$ cat config.mk
export PLATFORM = sky130hd
export DESIGN_NAME = rtos_message_queue
export DESIGN_NICKNAME = d
export VERILOG_FILES = /design/src/sv/rmq_pkg.sv /design/src/sv/rtos_message_queue.sv /design/src/sv/rmq_ctrl.sv /design/src/sv/rmq_datapath.sv
export VERILOG_INCLUDE_DIRS = /design/src /design/src/sv
export SDC_FILE = /design/constraint.sdc
export NUM_CORES = 1
export LEC_CHECK = 0
export BUFFER_PORTS_ARGS = -buffer_cell sky130_fd_sc_hd__clkbuf_2
export CORE_MARGIN = 10
export CORE_UTILIZATION = 30
export CTS_CLUSTER_SIZE = 14
export DETAILED_ROUTE_END_ITERATION = 10
export GPL_TIMING_DRIVEN = 0
export PLACE_DENSITY = 0.55
export SYNTH_ARGS = -nofsm -noshare
export SYNTH_HDL_FRONTEND = slang
export SYNTH_SLANG_ARGS = --single-unit
$ cat constraint.sdc
create_clock -name clk -period 3.26 [get_ports clk]
set_input_delay 0.652 -clock clk [delete_from_list [all_inputs] [get_ports clk]]
set_output_delay 0.652 -clock clk [all_outputs]
set_load 0.05 [all_outputs]
$ cat src/sv/rtos_message_queue_defines.svh
// assertion macros for the message queue top level
`ifndef RTOS_MESSAGE_QUEUE_DEFINES_SVH
`define RTOS_MESSAGE_QUEUE_DEFINES_SVH

// same-cycle implication, checked on the rising edge of clk outside reset
`define RMQ_ASSERT_SAME(name, ante, cons) \
    name: assert property (@(posedge clk) disable iff (!rst_n) (ante) |-> (cons)) \
        else $error("rtos_message_queue check failed");

// next-cycle implication, checked on the rising edge of clk outside reset
`define RMQ_ASSERT_NEXT(name, ante, cons) \
    name: assert property (@(posedge clk) disable iff (!rst_n) (ante) |=> (cons)) \
        else $error("rtos_message_queue check failed");

`endif

$ cat src/sv/rmq_pkg.sv
// types, codes and helpers shared by the message queue modules
`default_nettype none

package rmq_pkg;

    localparam int TASK_FIELD_W = 4;
    localparam logic [TASK_FIELD_W-1:0] TASK_BIT_TOP = 4'h8;
    localparam logic [TASK_FIELD_W-1:0] TASK_FIELD_MASK = 4'hF;

    localparam int FLAG_BROADCAST = 0;
    localparam int FLAG_FRONT = 1;
    localparam int FLAG_REMOVE = 2;

    typedef enum logic [1:0] {
        KIND_PEND   = 2'd0,
        KIND_POST   = 2'd1,
        KIND_ACCEPT = 2'd2,
        KIND_RESUME = 2'd3
    } kind_t;

    typedef enum logic [2:0] {
        STAT_OK      = 3'd0,
        STAT_FULL    = 3'd1,
        STAT_EMPTY   = 3'd2,
        STAT_TIMEOUT = 3'd3,
        STAT_WAITING = 3'd4
    } status_t;

    typedef enum logic {
        S_IDLE = 1'b0,
        S_EXEC = 1'b1
    } rmq_state_t;

    typedef struct packed {
        logic capture;
        logic commit;
    } rmq_cmd_t;

    // task 0 owns the top bit of the mask
    function automatic logic [TASK_FIELD_W-1:0] task_bit(input logic [1:0] t);
        return (TASK_BIT_TOP >> t) & TASK_FIELD_MASK;
    endfunction

endpackage

`default_nettype wire

$ cat src/sv/rtos_message_queue.sv
// top level of the message queue engine: controller plus datapath
//
//  channel   handshake             payload
//  request   req_valid/req_stall   kind, task_req, message, opt_flags
//  result    rsp_valid/rsp_stall   status, message_out, woken_tasks, message_count
//
// each request is captured, with the ring head read, and then committed
// the single ring memory port sets this: read at capture, write at commit
// one request at a time; a new request is taken while a result waits to be taken
// a commit waits while the result register is full and stalled
// reset is asynchronous and active low; the ring itself is not cleared
`default_nettype none

`include "rtos_message_queue_defines.svh"

module rtos_message_queue
    import rmq_pkg::*;
#(
    parameter int QUEUE_DEPTH = 16,
    parameter int TASK_COUNT  = 4,
    parameter int MSG_WIDTH   = 8
)
(
    input  wire logic                              clk,
    input  wire logic                              rst_n,
    input  wire logic                              req_valid,
    output logic                                   req_stall,
    input  wire logic [1:0]                        kind,
    input  wire logic [1:0]                        task_req,
    input  wire logic [MSG_WIDTH-1:0]              message,
    input  wire logic [2:0]                        opt_flags,
    output logic                                   rsp_valid,
    input  wire logic                              rsp_stall,
    output logic [2:0]                             status,
    output logic [MSG_WIDTH-1:0]                   message_out,
    output logic [TASK_FIELD_W-1:0]                woken_tasks,
    output logic [$clog2(QUEUE_DEPTH + 1)-1:0]     message_count
);

    localparam int CNT_W = $clog2(QUEUE_DEPTH + 1);

    // commands from the controller to the datapath
    rmq_cmd_t cmd;

    rmq_ctrl u_ctrl (
        .clk       (clk),
        .rst_n     (rst_n),
        .req_valid (req_valid),
        .req_stall (req_stall),
        .rsp_valid (rsp_valid),
        .rsp_stall (rsp_stall),
        .cmd       (cmd)
    );

    rmq_datapath #(
        .QUEUE_DEPTH (QUEUE_DEPTH),
        .TASK_COUNT  (TASK_COUNT),
        .MSG_WIDTH   (MSG_WIDTH)
    ) u_datapath (
        .clk           (clk),
        .rst_n         (rst_n),
        .cmd           (cmd),
        .kind          (kind),
        .task_req      (task_req),
        .message       (message),
        .opt_flags     (opt_flags),
        .status        (status),
        .message_out   (message_out),
        .woken_tasks   (woken_tasks),
        .message_count (message_count)
    );

    // an accepted request keeps the block busy for its commit cycle
    `RMQ_ASSERT_NEXT(a_busy_after_req, req_valid && !req_stall, req_stall)

    // a new result only appears at the end of a busy cycle
    `RMQ_ASSERT_SAME(a_rsp_after_busy, $rose(rsp_valid), $past(req_stall))

    // the ring never reports more than it can hold
    `RMQ_ASSERT_SAME(a_count_bound, rsp_valid, message_count <= CNT_W'(QUEUE_DEPTH))

    // a handoff is a successful post, which returns no message
    `RMQ_ASSERT_SAME(a_handoff_ok, rsp_valid && (woken_tasks != '0), (status == STAT_OK) && (message_out == '0))

endmodule

`default_nettype wire

$ cat src/sv/rmq_ctrl.sv
// controller state machine: request capture, commit and result handshake
`default_nettype none

module rmq_ctrl
    import rmq_pkg::*;
(
    input  wire logic     clk,
    input  wire logic     rst_n,
    input  wire logic     req_valid,
    output logic          req_stall,
    output logic          rsp_valid,
    input  wire logic     rsp_stall,
    output rmq_cmd_t      cmd
);

    rmq_state_t state_reg, state_next;
    logic       rsp_valid_reg, rsp_valid_next;
    logic       commit_ok;

    assign commit_ok = !rsp_valid_reg || !rsp_stall;

    always_comb
    begin
        state_next = state_reg;
        unique case (state_reg)
            S_IDLE:
            begin
                if (req_valid)
                begin
                    state_next = S_EXEC;
                end
            end
            S_EXEC:
            begin
                if (commit_ok)
                begin
                    state_next = S_IDLE;
                end
            end
        endcase
    end

    always_comb
    begin
        req_stall      = (state_reg != S_IDLE);
        cmd.capture    = (state_reg == S_IDLE) && req_valid;
        cmd.commit     = (state_reg == S_EXEC) && commit_ok;
        rsp_valid_next = cmd.commit || (rsp_valid_reg && rsp_stall);
    end

    always_ff @(posedge clk or negedge rst_n)
    begin
        if (!rst_n)
        begin
            state_reg     <= S_IDLE;
            rsp_valid_reg <= 1'b0;
        end
        else
        begin
            state_reg     <= state_next;
            rsp_valid_reg <= rsp_valid_next;
        end
    end

    assign rsp_valid = rsp_valid_reg;

endmodule

`default_nettype wire

$ cat src/sv/rmq_datapath.sv
// datapath: ring memory, indexes, waiter mask, handoff slots, result register
`default_nettype none

module rmq_datapath
    import rmq_pkg::*;
#(
    parameter int QUEUE_DEPTH = 16,
    parameter int TASK_COUNT  = 4,
    parameter int MSG_WIDTH   = 8,
    localparam int IDX_W  = (QUEUE_DEPTH > 1) ? $clog2(QUEUE_DEPTH) : 1,
    localparam int CNT_W  = $clog2(QUEUE_DEPTH + 1),
    localparam int SLOT_W = (TASK_COUNT > 1) ? $clog2(TASK_COUNT) : 1
)
(
    input  wire logic                    clk,
    input  wire logic                    rst_n,
    input  wire rmq_cmd_t                cmd,
    input  wire logic [1:0]              kind,
    input  wire logic [1:0]              task_req,
    input  wire logic [MSG_WIDTH-1:0]    message,
    input  wire logic [2:0]              opt_flags,
    output logic [2:0]                   status,
    output logic [MSG_WIDTH-1:0]         message_out,
    output logic [TASK_FIELD_W-1:0]      woken_tasks,
    output logic [CNT_W-1:0]             message_count
);

    localparam logic [IDX_W-1:0] LAST_IDX = IDX_W'(QUEUE_DEPTH - 1);

    // captured request
    kind_t                  kind_reg;
    logic [1:0]             task_reg;
    logic [MSG_WIDTH-1:0]   msg_reg;
    logic [2:0]             flags_reg;

    // queue state
    logic [MSG_WIDTH-1:0]   ring_mem [QUEUE_DEPTH];
    logic [MSG_WIDTH-1:0]   rd_data_reg;
    logic [IDX_W-1:0]       head_reg, head_next;
    logic [IDX_W-1:0]       tail_reg, tail_next;
    logic [CNT_W-1:0]       count_reg, count_next;
    logic [TASK_FIELD_W-1:0] waiter_reg, waiter_next;
    logic [MSG_WIDTH-1:0]   slot_reg  [TASK_COUNT];
    logic [MSG_WIDTH-1:0]   slot_next [TASK_COUNT];

    // result
    status_t                status_reg, status_next;
    logic [MSG_WIDTH-1:0]   mout_reg, mout_next;
    logic [TASK_FIELD_W-1:0] woken_reg, woken_next;

    logic                   wr_en;
    logic [IDX_W-1:0]       wr_addr;
    logic [IDX_W-1:0]       head_inc, head_dec, tail_inc;
    logic                   valid_task;
    logic                   ring_empty, ring_full;
    logic [TASK_FIELD_W-1:0] own_bit;
    logic [SLOT_W-1:0]      slot_idx;

    assign head_inc   = (head_reg == LAST_IDX) ? '0 : head_reg + 1'b1;
    assign head_dec   = (head_reg == '0) ? LAST_IDX : head_reg - 1'b1;
    assign tail_inc   = (tail_reg == LAST_IDX) ? '0 : tail_reg + 1'b1;
    assign valid_task = ({1'b0, task_reg} < 3'(TASK_COUNT));
    assign ring_empty = (count_reg == '0);
    assign ring_full  = (count_reg >= CNT_W'(QUEUE_DEPTH));
    assign own_bit    = task_bit(task_reg);
    assign slot_idx   = task_reg[SLOT_W-1:0];

    always_comb
    begin
        logic found;
        found       = 1'b0;
        status_next = STAT_OK;
        mout_next   = '0;
        woken_next  = '0;
        head_next   = head_reg;
        tail_next   = tail_reg;
        count_next  = count_reg;
        waiter_next = waiter_reg;
        slot_next   = slot_reg;
        wr_en       = 1'b0;
        wr_addr     = tail_reg;
        unique case (kind_reg)
            KIND_PEND:
            begin
                if (!ring_empty)
                begin
                    mout_next  = rd_data_reg;
                    head_next  = head_inc;
                    count_next = count_reg - 1'b1;
                end
                else if (valid_task)
                begin
                    waiter_next = waiter_reg | own_bit;
                    status_next = STAT_WAITING;
                end
                else
                begin
                    status_next = STAT_EMPTY;
                end
            end
            KIND_POST:
            begin
                if (ring_full)
                begin
                    status_next = STAT_FULL;
                end
                else if (waiter_reg != '0)
                begin
                    // highest priority waiter first, or every waiter on broadcast
                    for (int t = 0; t < TASK_COUNT; t++)
                    begin
                        if (((waiter_reg & task_bit(2'(t))) != '0) &&
                            (!found || flags_reg[FLAG_BROADCAST]))
                        begin
                            woken_next   = woken_next | task_bit(2'(t));
                            waiter_next  = waiter_next & ~task_bit(2'(t));
                            slot_next[t] = msg_reg;
                            found        = 1'b1;
                        end
                    end
                end
                else if (msg_reg != '0)
                begin
                    wr_en      = 1'b1;
                    count_next = count_reg + 1'b1;
                    if (flags_reg[FLAG_FRONT])
                    begin
                        head_next = head_dec;
                        wr_addr   = head_dec;
                    end
                    else
                    begin
                        tail_next = tail_inc;
                        wr_addr   = tail_reg;
                    end
                end
            end
            KIND_ACCEPT:
            begin
                if (!ring_empty)
                begin
                    mout_next = rd_data_reg;
                    if (flags_reg[FLAG_REMOVE])
                    begin
                        head_next  = head_inc;
                        count_next = count_reg - 1'b1;
                    end
                end
                else
                begin
                    status_next = STAT_EMPTY;
                end
            end
            KIND_RESUME:
            begin
                if (!valid_task)
                begin
                    status_next = STAT_TIMEOUT;
                end
                else if (slot_reg[slot_idx] != '0)
                begin
                    mout_next           = slot_reg[slot_idx];
                    slot_next[slot_idx] = '0;
                end
                else
                begin
                    waiter_next = waiter_reg & ~own_bit;
                    status_next = STAT_TIMEOUT;
                end
            end
        endcase
    end

    // request capture, head read and result payload
    always_ff @(posedge clk)
    begin
        if (cmd.capture)
        begin
            kind_reg    <= kind_t'(kind);
            task_reg    <= task_req;
            msg_reg     <= message;
            flags_reg   <= opt_flags;
            rd_data_reg <= ring_mem[head_reg];
        end
        if (cmd.commit)
        begin
            status_reg <= status_next;
            mout_reg   <= mout_next;
            woken_reg  <= woken_next;
        end
    end

    always_ff @(posedge clk)
    begin
        if (cmd.commit && wr_en)
        begin
            ring_mem[wr_addr] <= msg_reg;
        end
    end

    always_ff @(posedge clk or negedge rst_n)
    begin
        if (!rst_n)
        begin
            head_reg   <= '0;
            tail_reg   <= '0;
            count_reg  <= '0;
            waiter_reg <= '0;
            for (int i = 0; i < TASK_COUNT; i++)
            begin
                slot_reg[i] <= '0;
            end
        end
        else if (cmd.commit)
        begin
            head_reg   <= head_next;
            tail_reg   <= tail_next;
            count_reg  <= count_next;
            waiter_reg <= waiter_next;
            slot_reg   <= slot_next;
        end
    end

    assign status        = status_reg;
    assign message_out   = mout_reg;
    assign woken_tasks   = woken_reg;
    assign message_count = count_reg;

endmodule

`default_nettype wire

Yosys cells after proc, flatten, opt, wreduce, memory -nomap -nowiden
Memories as Yosys holds them, arrays and structs flattened. A register that Yosys moved wholly into a read port is not among the register bits.
Index checks and enable logic that the tools add are counted.
Operators by class
  add/sub/neg operators: 5
  order comparisons: 3
  equal/unequal tests: 20
  shifts and indexed selects: 1
  muxes and demuxes: 78
  bitwise gates (word level): 11
  reductions and logical operators: 37
Operator list (count)
  $mux W32: 3
  $mux W4: 21
  $mux W8: 9
  $pmux W32 S2: 1
  $reduce_and A6 Y1: 6
  $and A32 B32 Y32: 1
  $not A32 Y32: 1
  $mux W5: 6
  $pmux W4 S3: 2
  $mux W1: 23
  $ne A2 B1 Y1 const B: 10
  $bmux W8 S2: 1
  $demux W8 S2: 1
  $pmux W8 S2: 1
  $reduce_bool A8 Y1: 2
  $pmux W5 S3: 1
  $pmux W3 S4: 1
  $ne A2 B2 Y1 const B: 5
  $mux W3: 3
  $reduce_and A9 Y1: 1
  $add A4 B1 Y4 const B: 2
  $eq A4 B4 Y1 const B: 2
  $logic_and A1 B1 Y1: 8
  $mux W2: 4
  other kinds (26): 40
Word-level totals
  flip-flop bits (word level): 81
  memory bits (writable): 128
  input port bits: 19
  memories: 1
Memory list
  u_datapath.ring_mem: depth 16, width 8, read ports 1, clocked after memory_dff 1, wr ports 1, line rmq_datapath.sv:37  | logic [MSG_WIDTH-1:0] ring_mem [QUEUE_DEPTH];

Depth between registers and ports, before layout
Gate-level depths: netlist of run 1.
  word-level depth: 25
  depth in mapped cells: 9
  depth with buffers taken out: 8

Cells and area by module
From an unflattened synthesis of run 1, not the netlist that was laid out.
Second synthesis, totals
  cell total of the unflattened synthesis: 520
  area total of the unflattened synthesis: 9091.2 µm²
By module, submodules not included
  rmq_datapath: times used 1, cells each 514, area each 9007.4 µm²
  rmq_ctrl: times used 1, cells each 6, area each 83.8 µm²

Least setup slack after synthesis of run 1
Ideal clock, no wire load.
  kind: reg-to-reg
  start point: reg u_datapath.count_reg[4] (netlist: u_datapath.message_count[4])
  end point: mem u_datapath.ring_mem[4][0] (enable)
  library setup time: 0.370 ns
  data arrival time: 2.518 ns
  path slack: 0.372 ns
  cell stages (with the launch flop): 8
  cells stage by stage: dfrtp_1 -> clkbuf_1 -> or3b_1 -> buf_2 -> a2111o_1 -> nor3b_1 -> o21ai_1 -> nor2_1
On the way
  cells in the longest elaborated chain, start to end: 6
Ends and longest elaborated chain
  start: declaration: line rmq_datapath.sv:41  | logic [CNT_W-1:0] count_reg, count_next;
  start signal: assignment: line rmq_datapath.sv:218  | count_reg <= count_next;
  $ge A5 B5 Y1 *: line rmq_datapath.sv:64  | assign ring_full = (count_reg >= CNT_W'(QUEUE_DEPTH));
  $mux W1: line rmq_datapath.sv:103  | if (ring_full)
  $mux W1: line rmq_datapath.sv:82  | unique case (kind_reg)
  $logic_and A1 B1 Y1: line rmq_datapath.sv:195  | if (cmd.commit && wr_en)
  $mux W1: line rmq_datapath.sv:195
  $mux W1 (not written as such): line rmq_datapath.sv:197  | ring_mem[wr_addr] <= msg_reg;
  end: declaration: line rmq_datapath.sv:37
Every way passes the cells marked *; elsewhere a longest branch is shown, timed or not.

Final worst setup path of run 1
  start point: reg u_datapath.head_reg[1]
  end point: mem u_datapath.ring_mem[3][2] (enable)
On the way
  cells in the longest elaborated chain, start to end: 7
Ends and longest elaborated chain
  start: declaration: line rmq_datapath.sv:39  | logic [IDX_W-1:0] head_reg, head_next;
  start signal: assignment: line rmq_datapath.sv:216  | head_reg <= head_next;
  $sub A4 B1 Y4 / $logic_not A4 Y1 (equally long branches): line rmq_datapath.sv:60  | assign head_dec = (head_reg == '0) ? LAST_IDX : head_reg - 1'b1;
  $mux W4 *: line rmq_datapath.sv:60
  $mux W4 *: line rmq_datapath.sv:126  | if (flags_reg[FLAG_FRONT])
  $mux W4 *: line rmq_datapath.sv:122  | else if (msg_reg != '0)
  $mux W4 *: line rmq_datapath.sv:107  | else if (waiter_reg != '0)
  $mux W4 *: line rmq_datapath.sv:103
  $mux W4 *: line rmq_datapath.sv:82
Marks and branches as above.

==> parameters.txt, run 1 <==
Parameter                              Value

Power
  Final total power    9400 uW
  Power Density    ~900 mW/mm2
  Peak ir drop on the vdd network    387 uV
  Leakage power total    0.00370 uW

Clock network
  # clock sinks    217
  H-tree level count    1
  Cts bufs inserted    24
  Number of hold buffers added after cts    0
  Root buffer selected by CTS    clkbuf_16
  Register clock-pin slew on the reported worst setup and hold paths    0.06 ns
  Clock network latency to the later pin of the worst-skew pair    between 0.5 and 0.6 ns
  TritonCTS clock tree    done
  Worst-case clock buffer depth    3

Critical path
  Capture point of the worst reg-to-reg path    u_datapath.ring_mem[3][2]
  Highest net fanout along the worst path    10
  Type of origin of the critical path    flip-flop
  Arrival time at the worst endpoint    3.42 ns
  Reg-to-reg critical path startpoint    u_datapath.head_reg[1]
  Crit end category    flip-flop
  R2R Setup Slk    0.04 ns
  Crit Path Category    flip-flop to flip-flop
  Required time at the worst-slack endpoint    3.45 ns
  Length in cells of the worst reg-to-reg path    9

Placed design
  Count of buffers inserted at the top-level ports    40
  Placed cell count    956
  Final RePlAce weighted congestion    0.847
  Detailed-placement wirelength estimate    14.6 mm

Global routing
  Grt total ovfl    0
  Number of global-route vias before repair    5525
  Wire length of the first global-routing pass    33.8 mm
  Total track usage    0.112
  Largest net degree at the start of global routing    52
  Antenna violations before repair    0

Yosys
  Number of enable-type register cells in the synthesized netlist    166
  Synth async-reset ratio    0.235
  Synth Net Count    551
  Sequential cell area fraction in the yosys report    0.690
  Post-synthesis instance area    0.00908 mm2
  Cell accounting for the most synthesized area    edfxtp_1
  Dominant cells by area after synthesis    edfxtp_1, dfrtp_1, mux4_2
  Count of distinct cell types in the synthesized netlist    55
  Instance count of the mapped netlist    around 530
  Warnings from Yosys    0
  Synth Area per Inst    17.3 um2
  Main flop type after synthesis    edfxtp_1
  Portion of synthesized cell area occupied by the leading cell type    0.549
  Flip-flop and latch count after synthesis    around 220

STA
  Number of endpoints failing setup at the final stage    0
  Worst slew margin    0.327
  Post-Route Skew    between 0.006 and 0.007 ns
  Count of endpoints failing hold in the final timing report    0
  Period utilisation layout    0.989
  Number of slew-limit violations in the final report    0
  Fmax    310 MHz
  Minimum period implied by the final worst setup slack    roughly 3.2 ns
  Setup repair after global routing missed its margin    yes
  Worst Max-Slew Pin Slew    1.01 ns
  Worst hold margin    roughly 0.052 ns

Route
  Mean number of vias per cell    5.20
  Detailed-route DRC error count    0
  Aggregate routed wire length    21.6 mm
  First-pass detailed-route iteration total    5
  Iteration-0 DRC Markers    403
  Wire length per cell after detailed routing    between 20 and 25 um
  Antenna violation net count after detailed routing    0
  Detailed-route via count    5198

Die
  Starting utilization of the core area    0.306
  Height of the die    194 um
  Die Wd    between 150 and 200 um
  FP Rows    63
  Number of top-level pins    41
  Die outline area    0.0376 mm2
  Total core area    0.0297 mm2

Cells and area
  FF/Latch Area    0.00626 mm2
  Filler Cell Count    2745
  Most frequent cells in the layout    edfxtp_1, dfrtp_1, mux4_2
  Post-layout nets    620
  Most common library cell in the layout ignoring fill and taps    edfxtp_1
  Layout cells sized above 1    0.274
  Multi-input gate area in the final layout    0.00276 mm2
  Flip-flop count of the largest register after layout    128
  Number of non-filler instances in the completed layout    999
  Area added between synthesis and finish    17.1%
  Number of diodes added for antenna fixing    0

Status
  Run status    finished, final reports clean

Job
  Number of violations of the max-capacitance limit    0

Worst hold path
  Class of the worst hold path    input pin to asynchronous set/reset pin
## cell families after synthesis
family                     count (synthesis)  share of synthesized area
and+or+nand+nor                           94                     0.0561
muxes                                     51                      0.123
buffers and inverters                     38                     0.0174
AOI/OAI and AO/OA                        110                     0.0959
DFF                                      217                      0.690
adders and majority gates                  7                     0.0105
xor gates and xnor gates                   8                    0.00772
## through the flow
stage	setup TNS, ns	cell area [um2]	util	setup slack, ns
finish	0	10600	0.358	0.0355
global route	-7.16	10600	0.358	-0.152
CTS	-1.02	10500	0.354	-0.0429
detailed placement	-51.01	9800	0.330	-0.548
global placement	-32.83	9770	0.329	-0.393
floorplan	0	9080	-	0.372
## layer usage
metal / vias to the layer above / GRT usage / share of wire
li1: 2272 / - / -
met3: 35 / 0.0201 / 0.049
met1: 2708 / 0.142 / 0.42
met5: - / 0 / 0
met2: 183 / 0.191 / 0.50
met4: 0 / 0.0304 / 0.026
## worst max path at each step
stage                                       endpoint  slack (ns)  cells after the start                         from
after floorplan            u_datapath.ring_mem[4][0]        0.37                      7  u_datapath.message_count[4]
after global placement     u_datapath.ring_mem[7][3]       -0.39                      9       u_datapath.head_reg[1]
after detailed placement   u_datapath.ring_mem[1][0]       -0.55                      9       u_datapath.head_reg[1]
after CTS                 u_datapath.ring_mem[14][2]       -0.04                      5        u_datapath.msg_reg[5]
after global routing       u_datapath.ring_mem[7][6]       -0.15                      9       u_datapath.head_reg[1]
final                      u_datapath.ring_mem[3][2]        0.04                      9       u_datapath.head_reg[1]
## synthesized netlist by cell type (2+ instances only)
| cell | number |
|---|---|
| edfxtp_1 | 166 |
| dfrtp_1 | 51 |
| mux4_2 | 48 |
| a22o_1 | 42 |
| nor2_1 | 31 |
| a21oi_1 | 13 |
| o21ai_0 | 13 |
| clkbuf_1 | 12 |
| nor3_1 | 11 |
| nand2_1 | 10 |
| buf_2 | 9 |
| inv_1 | 9 |
| a31oi_1 | 8 |
| nand3_1 | 7 |
| o31ai_1 | 7 |
| and3_1 | 6 |
| buf_1 | 6 |
| ha_1 | 6 |
| xnor2_1 | 6 |
| nor2b_1 | 5 |
| a21o_1 | 4 |
| and2_1 | 4 |
| nor4_1 | 4 |
| nand2b_1 | 3 |
| nor3b_1 | 3 |
| nor4_2 | 3 |
| o21ai_1 | 3 |
| or4_1 | 3 |
| a2111oi_4 | 2 |
| mux2_1 | 2 |
| o21ai_2 | 2 |
| o31a_1 | 2 |
| xor2_1 | 2 |
## final cells by class
cell class,count,share of cell area
Tap cell,390,0.0459
Timing Repair Buffer,43,0.0246
Clock buffer,35,0.0633
Inverter,10,0.00353
Sequential cell,217,0.589
Clock inverter,6,0.00259
Multi-Input combinational cell,270,0.260
Buffer,28,0.0116
## critical path: stages, from the launching register on
cell and delay (ns):
dfrtp_1 0.40, clkbuf_2 0.24, clkbuf_2 0.31, inv_1 0.14, ha_1 0.25, o21ba_2 0.19
o31a_1 0.29, and3_1 0.20, o21ai_1 0.61, nor2_2 0.27
## power by group
part	total [uW]	internal [uW]	leakage, uW	switching, uW
Sequential	3890	3520	0.00219	375
Combinational	3080	1220	0.00117	1860
Clock	2430	1420	0.000345	1010
## repair_timing
action / in CTS / in global routing
buffers inserted: 0 / 1
gates resized for setup: 12 / 15
endpoints found under the setup margin: 128 / 120
Note: power is estimated with default switching activity, not from simulation.
==> run 2, diff against run 1 <==
==> constraint.sdc (replaced) <==
create_clock -name clk -period 3.26 [get_ports clk]
set_input_delay 0 -clock clk [delete_from_list [all_inputs] [get_ports clk]]
set_output_delay 0 -clock clk [all_outputs]
set_load 0.05 [all_outputs]
==> parameters.txt, run 2 (synthesized netlist as in run 1, its figures left out) <==
Parameter                              Value

Route
  Detailed-route via count    5259 (+1.2%)
  First-pass detailed-route iteration total    5 (unchanged)
  Mean number of vias per cell    5.17 (-0.71%)
  Wire length per cell after detailed routing    21.4 um (-1.1%)
  Aggregate routed wire length    21.8 mm (+0.79%)
  Detailed-route DRC error count    0 (unchanged)
  Iteration-0 DRC Markers    417 (+3.5%)
  Antenna violation net count after detailed routing    0 (unchanged)

Cells and area
  Area added between synthesis and finish    19.2%
  Flip-flop count of the largest register after layout    128 (unchanged)
  Most common library cell in the layout ignoring fill and taps    edfxtp_1
  Multi-input gate area in the final layout    0.00276 mm2 (unchanged)
  Filler Cell Count    2726 (-0.69%)
  Post-layout nets    639 (+3.1%)
  FF/Latch Area    0.00626 mm2 (unchanged)
  Number of non-filler instances in the completed layout    1018 (+1.9%)
  Number of diodes added for antenna fixing    0 (unchanged)
  Layout cells sized above 1    0.266 (-0.00830)
  Most frequent cells in the layout    edfxtp_1, dfrtp_1, mux4_2

Clock network
  Clock network latency to the later pin of the worst-skew pair    0.51 ns (about the same)
  TritonCTS clock tree    done
  H-tree level count    1 (unchanged)
  Root buffer selected by CTS    clkbuf_16
  # clock sinks    217 (unchanged)
  Cts bufs inserted    24 (unchanged)
  Worst-case clock buffer depth    3 (unchanged)
  Register clock-pin slew on the reported worst setup and hold paths    0.06 ns (about the same)

STA
  Period utilisation layout    0.976 (-0.0129)
  Count of endpoints failing hold in the final timing report    0 (unchanged)
  Fmax    314 MHz (+1.3%)
  Post-Route Skew    0.00743 ns (+0.000567 ns)
  Worst hold margin    0.206 ns (+0.154 ns)
  Number of slew-limit violations in the final report    0 (unchanged)
  Number of endpoints failing setup at the final stage    0 (unchanged)
  Worst Max-Slew Pin Slew    0.993 ns (-0.0166 ns)
  Setup repair after global routing missed its margin    yes
  Worst slew margin    0.338 (+0.0111)
  Setup TNS    0 ns (unchanged)
  Minimum period implied by the final worst setup slack    3.18 ns (-0.0419 ns)
  Final worst-path setup slack    0.0774 ns (+0.0419 ns)

Placed design
  Detailed-placement wirelength estimate    14.6 mm (unchanged)
  Final RePlAce weighted congestion    0.847 (unchanged)
  Placed cell count    956 (unchanged)
  Count of buffers inserted at the top-level ports    40 (unchanged)
  Worst slack at placement    -0.548 ns (unchanged)

Critical path
  Crit Path Category    flip-flop to flip-flop
  Required time at the worst-slack endpoint    3.46 ns (about the same)
  Delay of the slowest critical-path stage    0.60 ns (about the same)
  Arrival time at the worst endpoint    3.38 ns (-0.04 ns)
  Crit-path cells    clkbuf_2 -> clkbuf_2 -> inv_1 -> ha_1 -> o21ba_2 -> o31a_1 -> and3_1 -> o21ai_1 -> nor2_2
  CP bufs+invs    3 (unchanged)
  Crit end category    flip-flop
  Highest net fanout along the worst path    10 (unchanged)
  Top delay family on crit path    compound AO/OA/AOI/OAI gates
  Type of origin of the critical path    flip-flop
  Cell repeated most along the worst path    clkbuf_2
  Standard cell with the maximum stage delay on the critical path    o21ai_1

Job
  Number of violations of the max-capacitance limit    0 (unchanged)

Die
  Die Wd    194 um (unchanged)
  Starting utilization of the core area    0.306 (unchanged)
  Total core area    0.0297 mm2 (unchanged)
  Number of top-level pins    41 (unchanged)
  Die outline area    0.0376 mm2 (unchanged)
  Height of the die    194 um (unchanged)
  FP Rows    63 (unchanged)

Global routing
  Largest net degree at the start of global routing    52 (unchanged)
  Wire length of the first global-routing pass    34.1 mm (+1.0%)
  Grt total ovfl    0 (unchanged)
  Total track usage    0.113 (+0.000894)
  Number of global-route vias before repair    5647 (+2.2%)
  Antenna violations before repair    0 (unchanged)

Status
  Run status    finished, final reports clean

Worst hold path
  Class of the worst hold path    input pin to flip-flop

Power
  Leakage power total    0.00378 uW (+2.1%)
  Power Density    871 mW/mm2 (-1.5%)
  Peak ir drop on the vdd network    387 uV (about the same)
run 2: changes by cell type in the layout (fill, tap and decap cells not counted), sizes merged:
cell	before	now
dlygate4sd3	0	19
run 2: final cells by class:
| type | instances | area share |
|---|---|---|
| flip-flops and latches | 217 | 0.578 |
| multi-input cells | 270 | 0.255 |
| clock buffers | 35 | 0.0622 |
| well taps | 390 | 0.0451 |
| repair buffers | 62 | 0.0417 |
| plain buffers | 28 | 0.0114 |
| inverters | 10 | 0.00347 |
| clock inverters | 6 | 0.00254 |
run 2: power breakdown:
part           internal, uW  leakage, uW  switching [uW]  total [uW]
combinational          1240      0.00125            1860        3100
clock                  1420     0.000345            1010        2430
sequential             3520      0.00219             375        3890
total                  6170      0.00378            3250        9420
run 2: worst register-to-register path, stage by stage, from the launching register on:
cell	delay (ns)
dfrtp_1	0.40
clkbuf_2	0.24
clkbuf_2	0.30
inv_1	0.14
ha_1	0.25
o21ba_2	0.19
o31a_1	0.29
and3_1	0.20
o21ai_1	0.60
nor2_2	0.26
run 2: worst paths after layout:
kind,from,end,slack [ns],cells past startpoint
setup / recovery,u_datapath.head_reg[1],u_datapath.ring_mem[3][2],0.08,9
max in group asynchronous,rst_n,u_datapath.slot_reg[26],2.25,4
hold reg to reg,u_datapath.slot_reg[14],u_datapath.slot_reg[14],0.50,1
setup reg to reg,u_datapath.head_reg[1],u_datapath.ring_mem[3][2],0.08,9
min in group asynchronous,rst_n,u_datapath.waiter_reg[1],0.48,3
hold / removal,message[0],u_datapath.msg_reg[0],0.21,2
run 2: what timing repair did:
item                                   CTS  global route
gates cloned                             0             0
hold buffers                            18             1
resized for setup                       12            15
endpoints found under the hold margin   73            13
setup endpoints to repair              128           120
buffers inserted                         0             1
run 2: layer usage:
| layer | vias up | GRT usage | part of all wire |
|---|---|---|---|
| met5 | - | 0 | 0 |
| met4 | 0 | 0.0309 | 0.027 |
| met3 | 37 | 0.0207 | 0.047 |
| met2 | 156 | 0.194 | 0.51 |
| met1 | 2758 | 0.142 | 0.42 |
| li1 | 2308 | - | - |
run 2: through the flow:
stage               utilization  cell area [um2]  power (uW)
floorplan                     -             9080        6070
global placement          0.329             9770        6890
detailed placement        0.330             9800        7000
CTS                       0.360            10700        9460
global route              0.364            10800        9880
finish                    0.364            10800        9420
==> run 3, diff against run 2 <==
Settings changed: ABC_AREA set to 1, BUFFER_PORTS_ARGS -buffer_cell sky130_fd_sc_hd__clkbuf_2 to -buffer_cell sky130_fd_sc_hd__buf_4.
==> parameters.txt, run 3 <==
Parameter                              Value

Placed design
  Count of buffers inserted at the top-level ports    40 (unchanged)
  Final RePlAce weighted congestion    0.898 (+6.0%)
  Worst slack at placement    -0.389 ns (+0.159 ns)
  Post-Place Cell Area    0.0107 mm2 (+8.7%)
  Detailed-placement wirelength estimate    18.4 mm (+26%)

STA
  Minimum period implied by the final worst setup slack    3.11 ns (-0.0694 ns)
  Number of endpoints failing setup at the final stage    0 (unchanged)
  Setup repair after global routing missed its margin    yes
  Worst Max-Slew Pin Slew    0.921 ns (-0.0722 ns)
  Post-Route Skew    0.0178 ns (+0.0104 ns)
  Period utilisation layout    0.955 (-0.0213)
  Fmax    321 MHz (+2.2%)
  Number of slew-limit violations in the final report    0 (unchanged)
  Final worst-path setup slack    0.147 ns (+0.0694 ns)
  Worst slew margin    0.380 (+0.0416)
  Worst hold margin    0.0550 ns (-0.151 ns)
  Count of endpoints failing hold in the final timing report    0 (unchanged)

Route
  Mean number of vias per cell    5.00 (-3.3%)
  Detailed-route DRC error count    0 (unchanged)
  First-pass detailed-route iteration total    6 (+1)
  Met2 wire len    12.2 mm (+10%)
  Antenna violation net count after detailed routing    0 (unchanged)
  Aggregate routed wire length    27.3 mm (+25%)
  Met1 layer wirelength in the final routing    12.8 mm (+40%)
  Met3 routed WL    1.73 mm (+68%)
  Detailed-route via count    7481 (+42%)
  Highest metal layer used by the detailed router    met4
  Iteration-0 DRC Markers    812 (+95%)
  Wire length per cell after detailed routing    18.3 um (-15%)

Yosys
  Sequential cell area fraction in the yosys report    0.639 (-0.0504)
  Dominant combinational cell family by area after synthesis    simple AND/OR/NAND/NOR gates
  Dominant cells by area after synthesis    edfxtp_1, dfrtp_1, nand2_1
  Warnings from Yosys    0 (unchanged)
  Instance count of the mapped netlist    947 (+80%)
  Synth Net Count    973 (+77%)
  Most frequent cell after synthesis    nand2_1
  Post-synthesis xor/xnor area fraction    0.00805 (+0.000330)
  Cell accounting for the most synthesized area    edfxtp_1
  Fraction of the mapped netlist area in compound gates    0.104 (+0.00794)
  Number of enable-type register cells in the synthesized netlist    166 (unchanged)
  Post-Synth Simple-Gate Area    0.195 (+0.139)
  Main flop type after synthesis    edfxtp_1
  Count of distinct cell types in the synthesized netlist    36 (-35%)
  Adder-Cell Fraction of Synth Area    0.00971 (-0.000765)
  Synth Area per Inst    10.3 um2 (-40%)
  Synth async-reset ratio    0.235 (unchanged)
  Portion of synthesized cell area occupied by the leading cell type    0.509 (-0.0401)
  Post-synthesis instance area    0.00979 mm2 (+7.9%)
  Flip-flop and latch count after synthesis    217 (unchanged)
  Post-synthesis mux area share    0 (-0.123)
  Commonest cells in the netlist    nand2_1, edfxtp_1, nor2_1

Status
  Run status    finished, final reports clean

Global routing
  Grt total ovfl    0 (unchanged)
  Number of global-route vias before repair    7277 (+29%)
  Total track usage    0.132 (+0.0197)
  Wire length of the first global-routing pass    42.8 mm (+25%)
  Largest net degree at the start of global routing    52 (unchanged)
  Antenna violations before repair    0 (unchanged)

Clock network
  Worst-case clock buffer depth    3 (unchanged)
  H-tree level count    1 (unchanged)
  Root buffer selected by CTS    clkbuf_16
  Register clock-pin slew on the reported worst setup and hold paths    0.06 ns (about the same)
  # clock sinks    217 (unchanged)
  TritonCTS clock tree    done
  Cts bufs inserted    25 (+4.2%)
  Clock network latency to the later pin of the worst-skew pair    0.53 ns (+0.02 ns)

Die
  Number of top-level pins    41 (unchanged)
  Starting utilization of the core area    0.303 (-0.00294)
  Height of the die    201 um (+3.5%)
  FP Rows    66 (+4.8%)
  Total core area    0.0324 mm2 (+8.9%)
  Die Wd    201 um (+3.5%)
  Die outline area    0.0403 mm2 (+7.1%)

Critical path
  Required time at the worst-slack endpoint    3.41 ns (-0.05 ns)
  Crit end category    flip-flop
  Highest net fanout along the worst path    16 (+6)
  Crit Path Category    flip-flop to flip-flop
  Reg-to-reg critical path startpoint    u_datapath.head_reg[1]
  Arrival time at the worst endpoint    3.27 ns (-0.11 ns)
  R2R Setup Slk    0.15 ns (+0.07 ns)
  Crit path from    u_datapath.head_reg[1]
  Worst setup endpoint    u_datapath.ring_mem[4][1]
  Length in cells of the worst reg-to-reg path    9 (unchanged)
  Type of origin of the critical path    flip-flop
  Capture point of the worst reg-to-reg path    u_datapath.ring_mem[4][1]

Power
  Final total power    10600 uW (+12%)
  Peak ir drop on the vdd network    376 uV (-2.8%)
  Power Density    895 mW/mm2 (+2.8%)
  Leakage power total    0.00450 uW (+19%)

Cells and area
  Flip-flop count of the largest register after layout    128 (unchanged)
  Finished Cell Area    0.0118 mm2 (+9.0%)
  Layout cells sized above 1    0.130 (-0.136)
  Most frequent cells in the layout    nand2_1, edfxtp_1, o21ai_0
  Share of the core filled with cells    0.365 (+0.000369)
  Area added between synthesis and finish    20.5%
  Post-layout nets    1062 (+66%)
  Number of diodes added for antenna fixing    0 (unchanged)
  Most common library cell in the layout ignoring fill and taps    nand2_1

Worst hold path
  Class of the worst hold path    input pin to asynchronous set/reset pin

Job
  Number of violations of the max-capacitance limit    0 (unchanged)
[run 3: changes by cell type in the layout (fill, tap and decap cells not counted), moves of 15 or more]
cell / previous run / this run
a22o_1: 42 / 0
nor2_1: 15 / 105
nand3_1: 7 / 68
o21ai_0: 13 / 120
mux4_2: 48 / 0
inv_1: 9 / 44
nand2_1: 10 / 184
clkbuf_1: 19 / 34
clkbuf_2: 42 / 1
o22ai_1: 0 / 23
nand4_1: 0 / 43
buf_4: 1 / 44
[run 3: worst min path at each step]
| stage | start | end | cells past startpoint |
|---|---|---|---|
| after floorplan | rst_n | u_ctrl.req_stall | 0 |
| after global placement | rst_n | u_datapath.message_count[0] | 1 |
| after detailed placement | rst_n | u_datapath.message_count[0] | 1 |
| after CTS | rst_n | u_datapath.message_count[1] | 2 |
| after global routing | rst_n | u_datapath.message_count[1] | 2 |
| final | rst_n | u_datapath.message_count[1] | 2 |
[run 3: report_power, final]
group / internal (uW) / switching [uW]
Clock: 1740 / 1090
Sequential: 3560 / 416
Combinational: 1080 / 2670
[run 3: what timing repair did]
action,4_1_cts,5_1_grt
hold buffers,18,0
setup endpoints to repair,128,120
endpoints found under the hold margin,68,0
gates resized for setup,16,7
buffers inserted,0,6
[run 3: worst max-delay path, stage by stage (launching register included)]
cell     delay, ns
dfrtp_1       0.59
inv_1         0.41
ha_1          0.34
nand2_1       0.09
nand3_1       0.07
o21ai_0       0.11
nand4_1       0.11
nand2_1       0.20
nand3_1       0.27
nor2_2        0.54
[run 3: layout make-up]
| cell class | instances | area [um2] |
|---|---|---|
| Multi-Input combinational cell | 631 | 3180 |
| Buffer | 42 | 215 |
| Clock buffer | 38 | 714 |
| Fill cell | 3268 | 20600 |
| Clock inverter | 8 | 118 |
| Timing Repair Buffer | 64 | 551 |
| Inverter | 55 | 206 |
| Tap cell | 442 | 553 |
| Sequential cell | 217 | 6260 |
[run 3: cell families after synthesis]
group / Yosys count
buffers and inverters: 99
AND/OR/NAND/NOR: 433
flip-flops: 217
adder cells (fa/ha/maj): 7
AO/OA/AOI/OAI: 182
XOR/XNOR: 9
[run 3: metal layers]
layer / track usage / up-vias
li1: - / 3544
met1: 0.189 / 3612
met2: 0.205 / 286
met3: 0.0202 / 39
met4: 0.0352 / 0
met5: 0 / -
[run 3: metrics by stage]
| stage | instances | setup TNS (ns) |
|---|---|---|
| final | 1497 | 0 |
| after CTS | 1492 | 0 |
| after global routing | 1497 | -0.0724 |
| after global placement | 1429 | -23.81 |
| after detailed placement | 1429 | -29.61 |
| after floorplan | 947 | 0 |
